--- config.mk ---
export PLATFORM = sky130hd
export DESIGN_NAME = even_block_count_distributor
export DESIGN_NICKNAME = d
export VERILOG_FILES = /design/src/hdl/ebd_pkg.sv /design/src/hdl/even_block_count_distributor.sv /design/src/hdl/ebd_div.sv /design/src/hdl/ebd_dp.sv /design/src/hdl/ebd_ctrl.sv
export SDC_FILE = /design/constraint.sdc
export NUM_CORES = 1
export LEC_CHECK = 0
export BUFFER_PORTS_ARGS = -buffer_cell sky130_fd_sc_hd__buf_4
export CORE_ASPECT_RATIO = 0.7
export CORE_MARGIN = 2
export CORE_UTILIZATION = 60
export DETAILED_ROUTE_END_ITERATION = 16
export GPL_ROUTABILITY_DRIVEN = 0
export PLACE_DENSITY = 0.8
export SKIP_LAST_GASP = 1
export SLEW_MARGIN = 20
export SYNTH_ARGS = -nofsm -noshare
export SYNTH_HDL_FRONTEND = slang
export SYNTH_SLANG_ARGS = --single-unit
--- constraint.sdc ---
create_clock -name clk -period 5.8 [get_ports clk]
set_input_delay 0.87 -clock clk [delete_from_list [all_inputs] [get_ports clk]]
set_output_delay 0.87 -clock clk [all_outputs]
set_load 0.02 [all_outputs]
--- src/hdl/ebd_pkg.sv ---
// Shared types, constants and helpers for the even block count distributor.
package ebd_pkg;

  localparam int MAX_RECEIVERS = 64;
  localparam int MAX_SENDERS   = 64;

  localparam int CNT_W     = 31;  // item counts and amounts
  localparam int IDX_W     = 6;   // sender / receiver index
  localparam int RCNT_W    = 7;   // receiver_count register
  localparam int CFG_IDX_W = 2;
  localparam int DIV_STEPS = CNT_W;
  localparam int DCNT_W    = $clog2(DIV_STEPS);
  localparam int IN_TDATA_W  = 32;
  localparam int OUT_TDATA_W = 48;

  localparam logic [CFG_IDX_W-1:0] REG_TOTAL_COUNT    = 2'd0;
  localparam logic [CFG_IDX_W-1:0] REG_RECEIVER_COUNT = 2'd1;

  typedef enum logic [1:0] {
    ST_IDLE,
    ST_DIV,
    ST_RUN
  } state_t;

  typedef struct packed {
    logic load_in;    // input beat accepted
    logic cfg_write;  // config beat accepted
    logic step;       // produce one result into the output register
  } ctl_cmd_t;

  typedef struct packed {
    logic cfg_known;    // config index names a register
    logic zero_amount;  // offered input carries no items
    logic div_done;     // quotient/remainder loaded this cycle
    logic out_free;     // output register can take a result
    logic run_last;     // result computed now ends the run
  } ctl_stat_t;

  // Receiver count as used: 0 acts as 1, values above the maximum clamp.
  function automatic logic [RCNT_W-1:0] eff_receivers(input logic [RCNT_W-1:0] r);
    logic [RCNT_W-1:0] e;
    e = r;
    if (r == '0) begin
      e = RCNT_W'(1);
    end else if (r > RCNT_W'(MAX_RECEIVERS)) begin
      e = RCNT_W'(MAX_RECEIVERS);
    end
    return e;
  endfunction

endpackage

--- src/hdl/even_block_count_distributor.sv ---
// Top level of the even block count distributor.
// Splits total_count items among receiver_count receivers in contiguous blocks
// (total/R each, one more for the first total%R). Each input beat is the item
// count of the next sender; the block answers with one result beat per
// receiver that the count reaches, tlast on the final one and tuser set there
// if items beyond the configured total were dropped. A zero count yields no
// beat. An input is accepted while idle, and its run then loads one result beat
// into the output register whenever that register is free, for k from 1 to 64
// receivers touched; a zero count goes straight back to idle. The result run is
// paced by the single output register, which lets the next input be accepted
// while the last beat waits. A write to a known register restarts the
// distribution and runs a one-bit-per-cycle divider, during which neither
// channel is ready; writes to unknown indexes are taken and ignored.
module even_block_count_distributor
  import ebd_pkg::*;
(
  input  logic                   clk,
  input  logic                   rst_n,
  input  logic                   in_tvalid,
  output logic                   in_tready,
  input  logic [IN_TDATA_W-1:0]  in_tdata,    // [30:0] sender_amount
  output logic                   out_tvalid,
  input  logic                   out_tready,
  output logic [OUT_TDATA_W-1:0] out_tdata,   // [5:0] sender_index, [11:6] receiver_index,
                                              // [42:12] amount
  output logic                   out_tlast,   // last_of_run
  output logic                   out_tuser,   // [0] overflow
  input  logic                   cfg_valid,
  output logic                   cfg_ready,
  input  logic [CFG_IDX_W-1:0]   cfg_index,
  input  logic [CNT_W-1:0]       cfg_data
);

  ctl_cmd_t  cmd;
  ctl_stat_t stat;

  ebd_ctrl u_ctrl (
    .clk       (clk),
    .rst_n     (rst_n),
    .in_tvalid (in_tvalid),
    .in_tready (in_tready),
    .cfg_valid (cfg_valid),
    .cfg_ready (cfg_ready),
    .stat      (stat),
    .cmd       (cmd)
  );

  ebd_dp u_dp (
    .clk        (clk),
    .rst_n      (rst_n),
    .cmd        (cmd),
    .stat       (stat),
    .cfg_index  (cfg_index),
    .cfg_data   (cfg_data),
    .in_amount  (in_tdata[CNT_W-1:0]),
    .out_tvalid (out_tvalid),
    .out_tready (out_tready),
    .out_tdata  (out_tdata),
    .out_tlast  (out_tlast),
    .out_tuser  (out_tuser)
  );

endmodule

--- src/hdl/ebd_div.sv ---
// Restoring divider, one quotient bit per cycle: total count over receiver count.
module ebd_div
  import ebd_pkg::*;
(
  input  logic              clk,
  input  logic              rst_n,
  input  logic              start,
  input  logic [CNT_W-1:0]  dividend,
  input  logic [RCNT_W-1:0] divisor,
  output logic              busy,
  output logic              done,
  output logic [CNT_W-1:0]  quotient,
  output logic [RCNT_W-1:0] remainder
);

  logic              busy_r, busy_nxt;
  logic              done_r, done_nxt;
  logic [DCNT_W-1:0] cnt_r, cnt_nxt;
  logic [CNT_W-1:0]  q_r, q_nxt;
  logic [RCNT_W-1:0] rem_r, rem_nxt;
  logic [RCNT_W-1:0] d_r, d_nxt;
  logic [RCNT_W:0]   shifted;
  logic [RCNT_W:0]   diff;
  logic              ge;

  assign shifted = {rem_r, q_r[CNT_W-1]};
  assign diff    = shifted - {1'b0, d_r};
  assign ge      = shifted >= {1'b0, d_r};

  always_comb begin
    busy_nxt = busy_r;
    done_nxt = 1'b0;
    cnt_nxt  = cnt_r;
    q_nxt    = q_r;
    rem_nxt  = rem_r;
    d_nxt    = d_r;
    if (start) begin
      busy_nxt = 1'b1;
      cnt_nxt  = DCNT_W'(DIV_STEPS - 1);
      q_nxt    = dividend;
      rem_nxt  = '0;
      d_nxt    = divisor;
    end else if (busy_r) begin
      q_nxt   = {q_r[CNT_W-2:0], ge};
      rem_nxt = ge ? diff[RCNT_W-1:0] : shifted[RCNT_W-1:0];
      cnt_nxt = cnt_r - DCNT_W'(1);
      if (cnt_r == '0) begin
        busy_nxt = 1'b0;
        done_nxt = 1'b1;
      end
    end
  end

  always_ff @(posedge clk) begin
    if (!rst_n) begin
      busy_r <= 1'b0;
      done_r <= 1'b0;
      cnt_r  <= '0;
    end else begin
      busy_r <= busy_nxt;
      done_r <= done_nxt;
      cnt_r  <= cnt_nxt;
    end
  end

  always_ff @(posedge clk) begin
    q_r   <= q_nxt;
    rem_r <= rem_nxt;
    d_r   <= d_nxt;
  end

  assign busy      = busy_r;
  assign done      = done_r;
  assign quotient  = q_r;
  assign remainder = rem_r;

endmodule

--- src/hdl/ebd_dp.sv ---
// Datapath: config registers, shares, distribution state and output register.
module ebd_dp
  import ebd_pkg::*;
(
  input  logic                   clk,
  input  logic                   rst_n,
  input  ctl_cmd_t               cmd,
  output ctl_stat_t              stat,
  input  logic [CFG_IDX_W-1:0]   cfg_index,
  input  logic [CNT_W-1:0]       cfg_data,
  input  logic [CNT_W-1:0]       in_amount,
  output logic                   out_tvalid,
  input  logic                   out_tready,
  output logic [OUT_TDATA_W-1:0] out_tdata,
  output logic                   out_tlast,
  output logic                   out_tuser
);

  logic [CNT_W-1:0]  total_r, total_nxt;
  logic [RCNT_W-1:0] rcnt_r, rcnt_nxt;
  logic [CNT_W-1:0]  base_r, base_nxt;
  logic [CNT_W-1:0]  base_p1_r, base_p1_nxt;
  logic [IDX_W-1:0]  extra_r, extra_nxt;
  logic [IDX_W-1:0]  next_snd_r, next_snd_nxt;
  logic [IDX_W-1:0]  cur_r, cur_nxt;
  logic [CNT_W-1:0]  rem_r, rem_nxt;
  logic [CNT_W-1:0]  amt_r, amt_nxt;
  logic [IDX_W-1:0]  snd_r, snd_nxt;
  logic              out_valid_r, out_valid_nxt;
  logic [IDX_W-1:0]  o_snd_r, o_snd_nxt;
  logic [IDX_W-1:0]  o_rcv_r, o_rcv_nxt;
  logic [CNT_W-1:0]  o_amt_r, o_amt_nxt;
  logic              o_last_r, o_last_nxt;
  logic              o_ovf_r, o_ovf_nxt;

  logic              div_start, div_busy, div_done;
  logic [CNT_W-1:0]  div_q;
  logic [RCNT_W-1:0] div_rem;
  logic [CNT_W-1:0]  new_total;
  logic [RCNT_W-1:0] new_rcnt;

  logic [RCNT_W-1:0] reff;
  logic [CNT_W:0]    diff_ar;
  logic [CNT_W-1:0]  diff_ra;
  logic              lt;
  logic [CNT_W-1:0]  take, a_left, rem_sub, rem_new;
  logic [RCNT_W-1:0] cur_inc;
  logic              adv, last, ovf;

  assign stat.cfg_known   = (cfg_index == REG_TOTAL_COUNT) ||
                            (cfg_index == REG_RECEIVER_COUNT);
  assign stat.zero_amount = (in_amount == '0);
  assign stat.div_done    = div_done;
  assign stat.out_free    = !out_valid_r || out_tready;
  assign stat.run_last    = last;

  assign new_total = (cfg_index == REG_TOTAL_COUNT) ? cfg_data : total_r;
  assign new_rcnt  = (cfg_index == REG_RECEIVER_COUNT) ? cfg_data[RCNT_W-1:0] : rcnt_r;
  assign div_start = cmd.cfg_write && stat.cfg_known;

  ebd_div u_div (
    .clk       (clk),
    .rst_n     (rst_n),
    .start     (div_start),
    .dividend  (new_total),
    .divisor   (eff_receivers(new_rcnt)),
    .busy      (div_busy),
    .done      (div_done),
    .quotient  (div_q),
    .remainder (div_rem)
  );

  // One piece of the run: fill the current receiver as far as the items go.
  assign reff    = eff_receivers(rcnt_r);
  assign diff_ar = {1'b0, amt_r} - {1'b0, rem_r};
  assign diff_ra = rem_r - amt_r;
  assign lt      = diff_ar[CNT_W];
  assign take    = lt ? amt_r : rem_r;
  assign a_left  = lt ? '0 : diff_ar[CNT_W-1:0];
  assign rem_sub = lt ? diff_ra : '0;
  assign cur_inc = {1'b0, cur_r} + RCNT_W'(1);
  // advance only when this piece actually emptied a nonzero quota
  assign adv     = (rem_r != '0) && (rem_sub == '0) && (cur_inc < reff);
  assign rem_new = adv ? ((cur_inc < {1'b0, extra_r}) ? base_p1_r : base_r) : rem_sub;
  assign last    = (a_left == '0) || (rem_new == '0);
  assign ovf     = last && (a_left != '0);

  always_comb begin
    total_nxt     = total_r;
    rcnt_nxt      = rcnt_r;
    base_nxt      = base_r;
    base_p1_nxt   = base_p1_r;
    extra_nxt     = extra_r;
    next_snd_nxt  = next_snd_r;
    cur_nxt       = cur_r;
    rem_nxt       = rem_r;
    amt_nxt       = amt_r;
    snd_nxt       = snd_r;
    out_valid_nxt = out_valid_r;
    o_snd_nxt     = o_snd_r;
    o_rcv_nxt     = o_rcv_r;
    o_amt_nxt     = o_amt_r;
    o_last_nxt    = o_last_r;
    o_ovf_nxt     = o_ovf_r;

    if (div_start) begin
      total_nxt = new_total;
      rcnt_nxt  = new_rcnt;
    end

    if (div_done) begin
      base_nxt     = div_q;
      base_p1_nxt  = div_q + CNT_W'(1);
      extra_nxt    = div_rem[IDX_W-1:0];
      next_snd_nxt = '0;
      cur_nxt      = '0;
      rem_nxt      = (div_rem != '0) ? div_q + CNT_W'(1) : div_q;
    end

    if (cmd.load_in) begin
      amt_nxt      = in_amount;
      snd_nxt      = next_snd_r;
      next_snd_nxt = (next_snd_r == IDX_W'(MAX_SENDERS - 1)) ? '0 : next_snd_r + IDX_W'(1);
    end

    if (out_tready) begin
      out_valid_nxt = 1'b0;
    end

    if (cmd.step) begin
      out_valid_nxt = 1'b1;
      o_snd_nxt     = snd_r;
      o_rcv_nxt     = cur_r;
      o_amt_nxt     = take;
      o_last_nxt    = last;
      o_ovf_nxt     = ovf;
      amt_nxt       = a_left;
      rem_nxt       = rem_new;
      cur_nxt       = adv ? cur_inc[IDX_W-1:0] : cur_r;
    end
  end

  always_ff @(posedge clk) begin
    if (!rst_n) begin
      total_r     <= '0;
      rcnt_r      <= RCNT_W'(1);
      base_r      <= '0;
      base_p1_r   <= CNT_W'(1);
      extra_r     <= '0;
      next_snd_r  <= '0;
      cur_r       <= '0;
      rem_r       <= '0;
      out_valid_r <= 1'b0;
    end else begin
      total_r     <= total_nxt;
      rcnt_r      <= rcnt_nxt;
      base_r      <= base_nxt;
      base_p1_r   <= base_p1_nxt;
      extra_r     <= extra_nxt;
      next_snd_r  <= next_snd_nxt;
      cur_r       <= cur_nxt;
      rem_r       <= rem_nxt;
      out_valid_r <= out_valid_nxt;
    end
  end

  always_ff @(posedge clk) begin
    amt_r    <= amt_nxt;
    snd_r    <= snd_nxt;
    o_snd_r  <= o_snd_nxt;
    o_rcv_r  <= o_rcv_nxt;
    o_amt_r  <= o_amt_nxt;
    o_last_r <= o_last_nxt;
    o_ovf_r  <= o_ovf_nxt;
  end

  assign out_tvalid = out_valid_r;
  assign out_tdata  = {{(OUT_TDATA_W - CNT_W - 2 * IDX_W){1'b0}}, o_amt_r, o_rcv_r, o_snd_r};
  assign out_tlast  = o_last_r;
  assign out_tuser  = o_ovf_r;

`ifndef ASSERT_OFF
  a_step_into_free: assert property (@(posedge clk) disable iff (!rst_n)
    cmd.step |-> (!out_valid_r || out_tready))
    else $error("result loaded over an unread beat");

  a_no_step_while_div: assert property (@(posedge clk) disable iff (!rst_n)
    cmd.step |-> !div_busy)
    else $error("result produced while shares are being recomputed");

  a_restart: assert property (@(posedge clk) disable iff (!rst_n)
    div_done |=> (cur_r == '0) && (next_snd_r == '0))
    else $error("distribution not restarted after config");

  a_run_continues: assert property (@(posedge clk) disable iff (!rst_n)
    (cmd.step && !last) |=> (amt_r != '0) && (rem_r != '0))
    else $error("run continues with nothing left to place");
`endif

endmodule

--- src/hdl/ebd_ctrl.sv ---
// Controller: sequences config recompute, input accept and result run.
module ebd_ctrl
  import ebd_pkg::*;
(
  input  logic      clk,
  input  logic      rst_n,
  input  logic      in_tvalid,
  output logic      in_tready,
  input  logic      cfg_valid,
  output logic      cfg_ready,
  input  ctl_stat_t stat,
  output ctl_cmd_t  cmd
);

  state_t state_r, state_nxt;

  always_ff @(posedge clk) begin
    if (!rst_n) begin
      state_r <= ST_IDLE;
    end else begin
      state_r <= state_nxt;
    end
  end

  always_comb begin
    state_nxt = state_r;
    in_tready = 1'b0;
    cfg_ready = 1'b0;
    cmd       = '0;
    unique case (state_r)
      ST_IDLE: begin
        cfg_ready = 1'b1;
        in_tready = !cfg_valid;  // config beat wins a tie
        if (cfg_valid) begin
          cmd.cfg_write = 1'b1;
          if (stat.cfg_known) begin
            state_nxt = ST_DIV;
          end
        end else if (in_tvalid) begin
          cmd.load_in = 1'b1;
          if (!stat.zero_amount) begin
            state_nxt = ST_RUN;
          end
        end
      end
      ST_DIV: begin
        if (stat.div_done) begin
          state_nxt = ST_IDLE;
        end
      end
      ST_RUN: begin
        if (stat.out_free) begin
          cmd.step = 1'b1;
          if (stat.run_last) begin
            state_nxt = ST_IDLE;
          end
        end
      end
      default: state_nxt = ST_IDLE;
    endcase
  end

endmodule

**Yosys cells after proc, flatten, opt, wreduce, memory -nomap -nowiden**

Index checks and enable logic that the tools add are counted.

- Flip-flop bits (word level): 286
- Logic and storage cells: 128

- $add $sub $neg: 7
- Muxes and demuxes: 47
- Reduce and logical (&&, ||, !) cells: 31
- Eq/ne operators: 11
- Bitwise gates (word level): 2
- Magnitude comparators: 5

Operators by type and width:

| cell | number |
|---|---|
| 2-to-1 mux 31 bit | 13 |
| logical NOT 31 bit | 4 |
| nonzero test 31 bit | 2 |
| 2-to-1 mux 7 bit | 5 |
| subtractor 31 x 31 -> 32 bit | 1 |
| adder 31 x 1 -> 31 bit (second input constant) | 1 |
| subtractor 31 bit | 1 |
| 2-to-1 mux 6 bit | 5 |
| 2-to-1 mux 2 bit | 8 |
| greater-than comparator 7 bit (second input constant) | 2 |
| logical NOT 7 bit | 2 |
| 2-to-1 mux 1 bit | 13 |
| 2-to-1 mux 5 bit | 2 |
| nonzero test 2 bit | 5 |
| greater-or-equal comparator 8 x 7 -> 1 bit | 1 |
| adder 6 x 1 -> 7 bit (second input constant) | 1 |
| < comparator 7 x 6 -> 1 bit | 1 |
| < comparator 7 bit | 1 |
| nonzero test 7 bit | 1 |
| subtractor 7 bit | 1 |
| adder 6 x 1 -> 6 bit (second input constant) | 1 |
| equality test 6 bit (second input constant) | 1 |
| != test 2 x 1 -> 1 bit (second input constant) | 3 |
| != test 3 bit (second input constant) | 2 |
| other kinds (16) | 26 |

**Depth between registers and ports, before layout**

- Word-level depth: 11
- Gate-level depth with buffers: 16

**Hierarchy**

A second synthesis with hierarchy kept.

- Cell total of the unflattened synthesis: 2175
- Area, all modules: 19169.6 um^2

By module, submodules not included:

| module | times used | sequential area each (um^2) | cells an instance | area an instance (um^2) |
|---|---|---|---|---|
| ebd_dp | 1 | 5465.2 | 1950 | 16379.5 |
| ebd_div | 1 | 1421.4 | 210 | 2650.0 |
| ebd_ctrl | 1 | 40.0 | 15 | 140.1 |

**Least setup slack after synthesis**

Ideal clock, no wire load.

- Path kind: reg2reg
- From: reg u_dp.rem_r[0]
- To: reg u_dp.rem_r[18]
- Path slack: 2.295 ns
- Arrival time: 3.418 ns
- Setup time: 0.086 ns
- Required time: 5.714 ns
- Cell stages (with the launch flop): 16
- Path through: dfxtp_1 inv_1 ha_1 inv_1 fa_1 a21o_1 a21oi_2 o32a_2 a21oi_1 or3_1 a2111oi_0 nand4_2 nor3_4 buf_6 o21ai_2 a221oi_2

- Word-level cells in the longest chain between the ends: 7

RTL lines:

| what | RTL line | text |
|---|---|---|
| start, declared | ebd_dp.sv:26 | `logic [CNT_W-1:0] rem_r, rem_nxt;` |
| start signal, assigned | ebd_dp.sv:162 | `rem_r <= rem_nxt;` |
| subtractor 31 bit / subtractor 31 x 31 -> 32 bit (equally long branches) | ebd_dp.sv:76, ebd_dp.sv:75 |  |
| 2-to-1 mux 31 bit | ebd_dp.sv:80 | `assign rem_sub = lt ? diff_ra : '0;` |
| logical NOT 31 bit | ebd_dp.sv:83 | `assign adv = (rem_r != '0) && (rem_sub == '0) && (cur_inc < reff);` |
| logical AND 1 bit (2 in a row) | ebd_dp.sv:83 |  |
| 2-to-1 mux 31 bit * | ebd_dp.sv:84 | `assign rem_new = adv ? ((cur_inc < {1'b0, extra_r}) ? base_p1_r : base_r) : rem_sub;` |
| 2-to-1 mux 31 bit * | ebd_dp.sv:130 | `if (cmd.step) begin` |

Mark *: on every way between the ends. The rest lies on a longest branch, timed or not.
A chain may end at the register's enable or synchronous reset.

**Final worst setup path**

- From: reg u_dp.rem_r[0]
- To: reg u_dp.rem_r[23]

Same word-level chain as after synthesis.

==> results.txt <==
Status - complete, no violations
HPWL Detailed - 38300 microns
Gr usage total - 0.324
Routed via count - 16800
Root Driver - clkbuf_16
Largest net degree at the start of global routing - 129
Post-synthesis cell area - 18100 sq um
Die height - 149 microns
TNS Setup - 0 ns
Area delta synth->final - 10.3%
Flop-to-flop setup slack - 0.96 ns
# port buffers - 116
Hold WC Path Type - register to register
Total power - 5.64 mW
Synthesized instance count - 2162
Initial Util - 0.606
Fill cells - 2419
Endpoints failing setup - 0
Yosys reg bits - 286
Critical path type - register to register
Prevailing post-synth register cell - dfxtp_1
Slew @ Worst Pin - 1.09 ns
Req. time, crit path - 6.27 ns
Hold_buf cts - 0
Final #Nets - 2334
Sequential area share after synthesis - 0.382
Mean Syn Cell Area - 8.39 sq um
Io pins - 123
Postcts setup bufs - 0
Slew HR - 0.273
Worst reg2reg path depth - 15
Cell variety after synth - 87
Post-synth EDFFs - 120
Top cells by count, synth - nand2_1, nor2_1, a21oi_1, dfxtp_1, o21ai_0
Crit. End Element - register
Met2 WL post-DR - 22100 microns
CP Launch Type - register
CP Data Arrival Time - 5.31 ns
Die X - 212 microns
Met3 Routed Length - 5940 microns
DRT antenna net count - 0
Vias in the first global route - 15200
First-pass GRT wire length - 81500 microns
RSZ-0062 raised after global routing - no
Area contributors post-synth - edfxtp_1, dfxtp_1, ha_1, nand2_1, a21oi_1
Clock transition at path regs - 0.07 ns
Max Buffers Root-to-Sink - 3
Post-synth top area cell - edfxtp_1
Final period util - 0.835
Core area - 29900 sq um
Placement row count - 53
Average vias per placed instance - 6.42
Die area - 31700 sq um
Hold depth - 0
H-tree depth - 1
P per Cell Area - 282 nW/um^2
Max-cap viol count - 0
Multi-input logic area - 10300 sq um
Gr ovfl total - 0
Routed WL per cell - 20.1 microns
LEAKAGE - 7.28 nW
Tmin final - 4.84 ns
Post-cts sizing count - 0
DR top layer - met4
Number of CTS-inserted buffers - 28
Residual DRC count - 0
TritonCTS clock tree - built
Hold WS - 0.420 ns
Fmax - 207 MHz
Peak fanout along the critical path - 18
Initial antenna violation count - 0
Syn. warnings - 0
Antenna diodes - 0
Clk Latency, worst-skew pair - 0.57 ns
Clock Sink Count - 286
Total area of sequential cells - 6930 sq um
Metal-1 WL - 22900 microns
Cell with the most instances after synthesis - nand2_1
Setup Skew - 0.0128 ns
Final-report hold violation count - 0
DRT iter0 DRCs - 2470
Drt pass-1 iters - 6
Layout cell share with drive strength beyond 1 - 0.102
Max IR drop VDD - 0.210 mV
Post-Route WL - 52500 microns
Top-area cell type share of the netlist area - 0.199
Ys async rst share - 0
Slew Limit Fails - 0
-- final timing paths --
check / from / end
worst max-delay path: u_dp.rem_r[0] / u_dp.rem_r[23]
worst max register to register: u_dp.rem_r[0] / u_dp.rem_r[23]
worst min register to register: u_dp.snd_r[3] / u_dp.o_snd_r[3]
worst min-delay path: u_dp.snd_r[3] / u_dp.o_snd_r[3]
-- power by group --
group / internal (mW) / total, mW / switching (mW)
registers: 2.24 / 2.38 / 0.142
clock network: 1.06 / 1.87 / 0.812
logic: 0.483 / 1.40 / 0.914
-- layer usage --
| metal | vias to the layer above | track usage |
|---|---|---|
| li1 | 7784 | - |
| met1 | 7944 | 0.474 |
| met2 | 931 | 0.480 |
| met3 | 116 | 0.0747 |
| met4 | 0 | 0.0849 |
| met5 | - | 0 |
-- through the flow --
step	area, sq um	util	worst slack (ns)	cells
finish	20000	0.669	0.959	2611
global route	20000	0.669	0.724	2611
CTS	20000	0.669	1.13	2611
detailed placement	19100	0.638	1.16	2559
global placement	19100	0.638	1.28	2559
floorplan	18200	-	2.30	2166
-- worst max-delay path: stages (launching register included) --
cell and delay [ns]:
dfxtp_1 0.35, inv_1 0.11, ha_1 0.18, inv_1 0.06, fa_1 0.40, a21o_1 0.20, a221oi_1 0.60, o221ai_1 0.41
nor2_2 0.34, a21oi_1 0.13, xnor2_1 0.27, a41oi_2 0.15, buf_4 0.23, nor3_4 0.70, nor2_2 0.26, o32ai_1 0.34
-- state kept, by name, summed over array words and instances, names as in the netlist, 31 cells and up --
signal,count
u_dp.rem_r,31
u_dp.base_p1_r,31
u_dp.total_r,31
u_dp.base_r,31
u_dp.u_div.quotient,31
u_dp.amt_r,31
u_dp.o_amt_r,31
-- final cells by class --
type / count / area share
multi-input cells: 1632 / 0.513
flip-flops and latches: 286 / 0.347
repair buffers: 131 / 0.0498
clock buffers: 45 / 0.0429
well taps: 412 / 0.0258
inverters: 98 / 0.0185
clock inverters: 7 / 0.00350
-- cells in the final DEF (no fill, tap or decap), types with 17 or more instances in the layout --
cell	n
nand3_1	38
and3_1	17
inv_1	94
a21oi_1	206
a21o_1	27
dfxtp_1	165
nand2_1	275
a211oi_1	47
nor4_1	44
ha_1	84
nor2_1	212
edfxtp_1	120
clkbuf_16	30
xnor2_1	43
o21ai_0	142
mux2i_1	95
buf_4	130
nor3_1	39
xor2_1	58
o31ai_1	17
nand4_1	35
-- cells by family (layout without fill, tap and decap cells) --
kind of cell               count (synthesis)  count (layout)  share of synthesized area
AOI/OAI and AO/OA                        588             588                      0.204
xor gates and xnor gates                 101             101                     0.0488
adders and majority gates                 87              87                     0.0613
buffers and inverters                    248             281                     0.0548
DFF                                      286             286                      0.382
muxes                                    111             111                     0.0624
other                                      1               5                   0.000207
and+or+nand+nor                          740             740                      0.187
No activity file was read; power rests on OpenSTA's default activity.
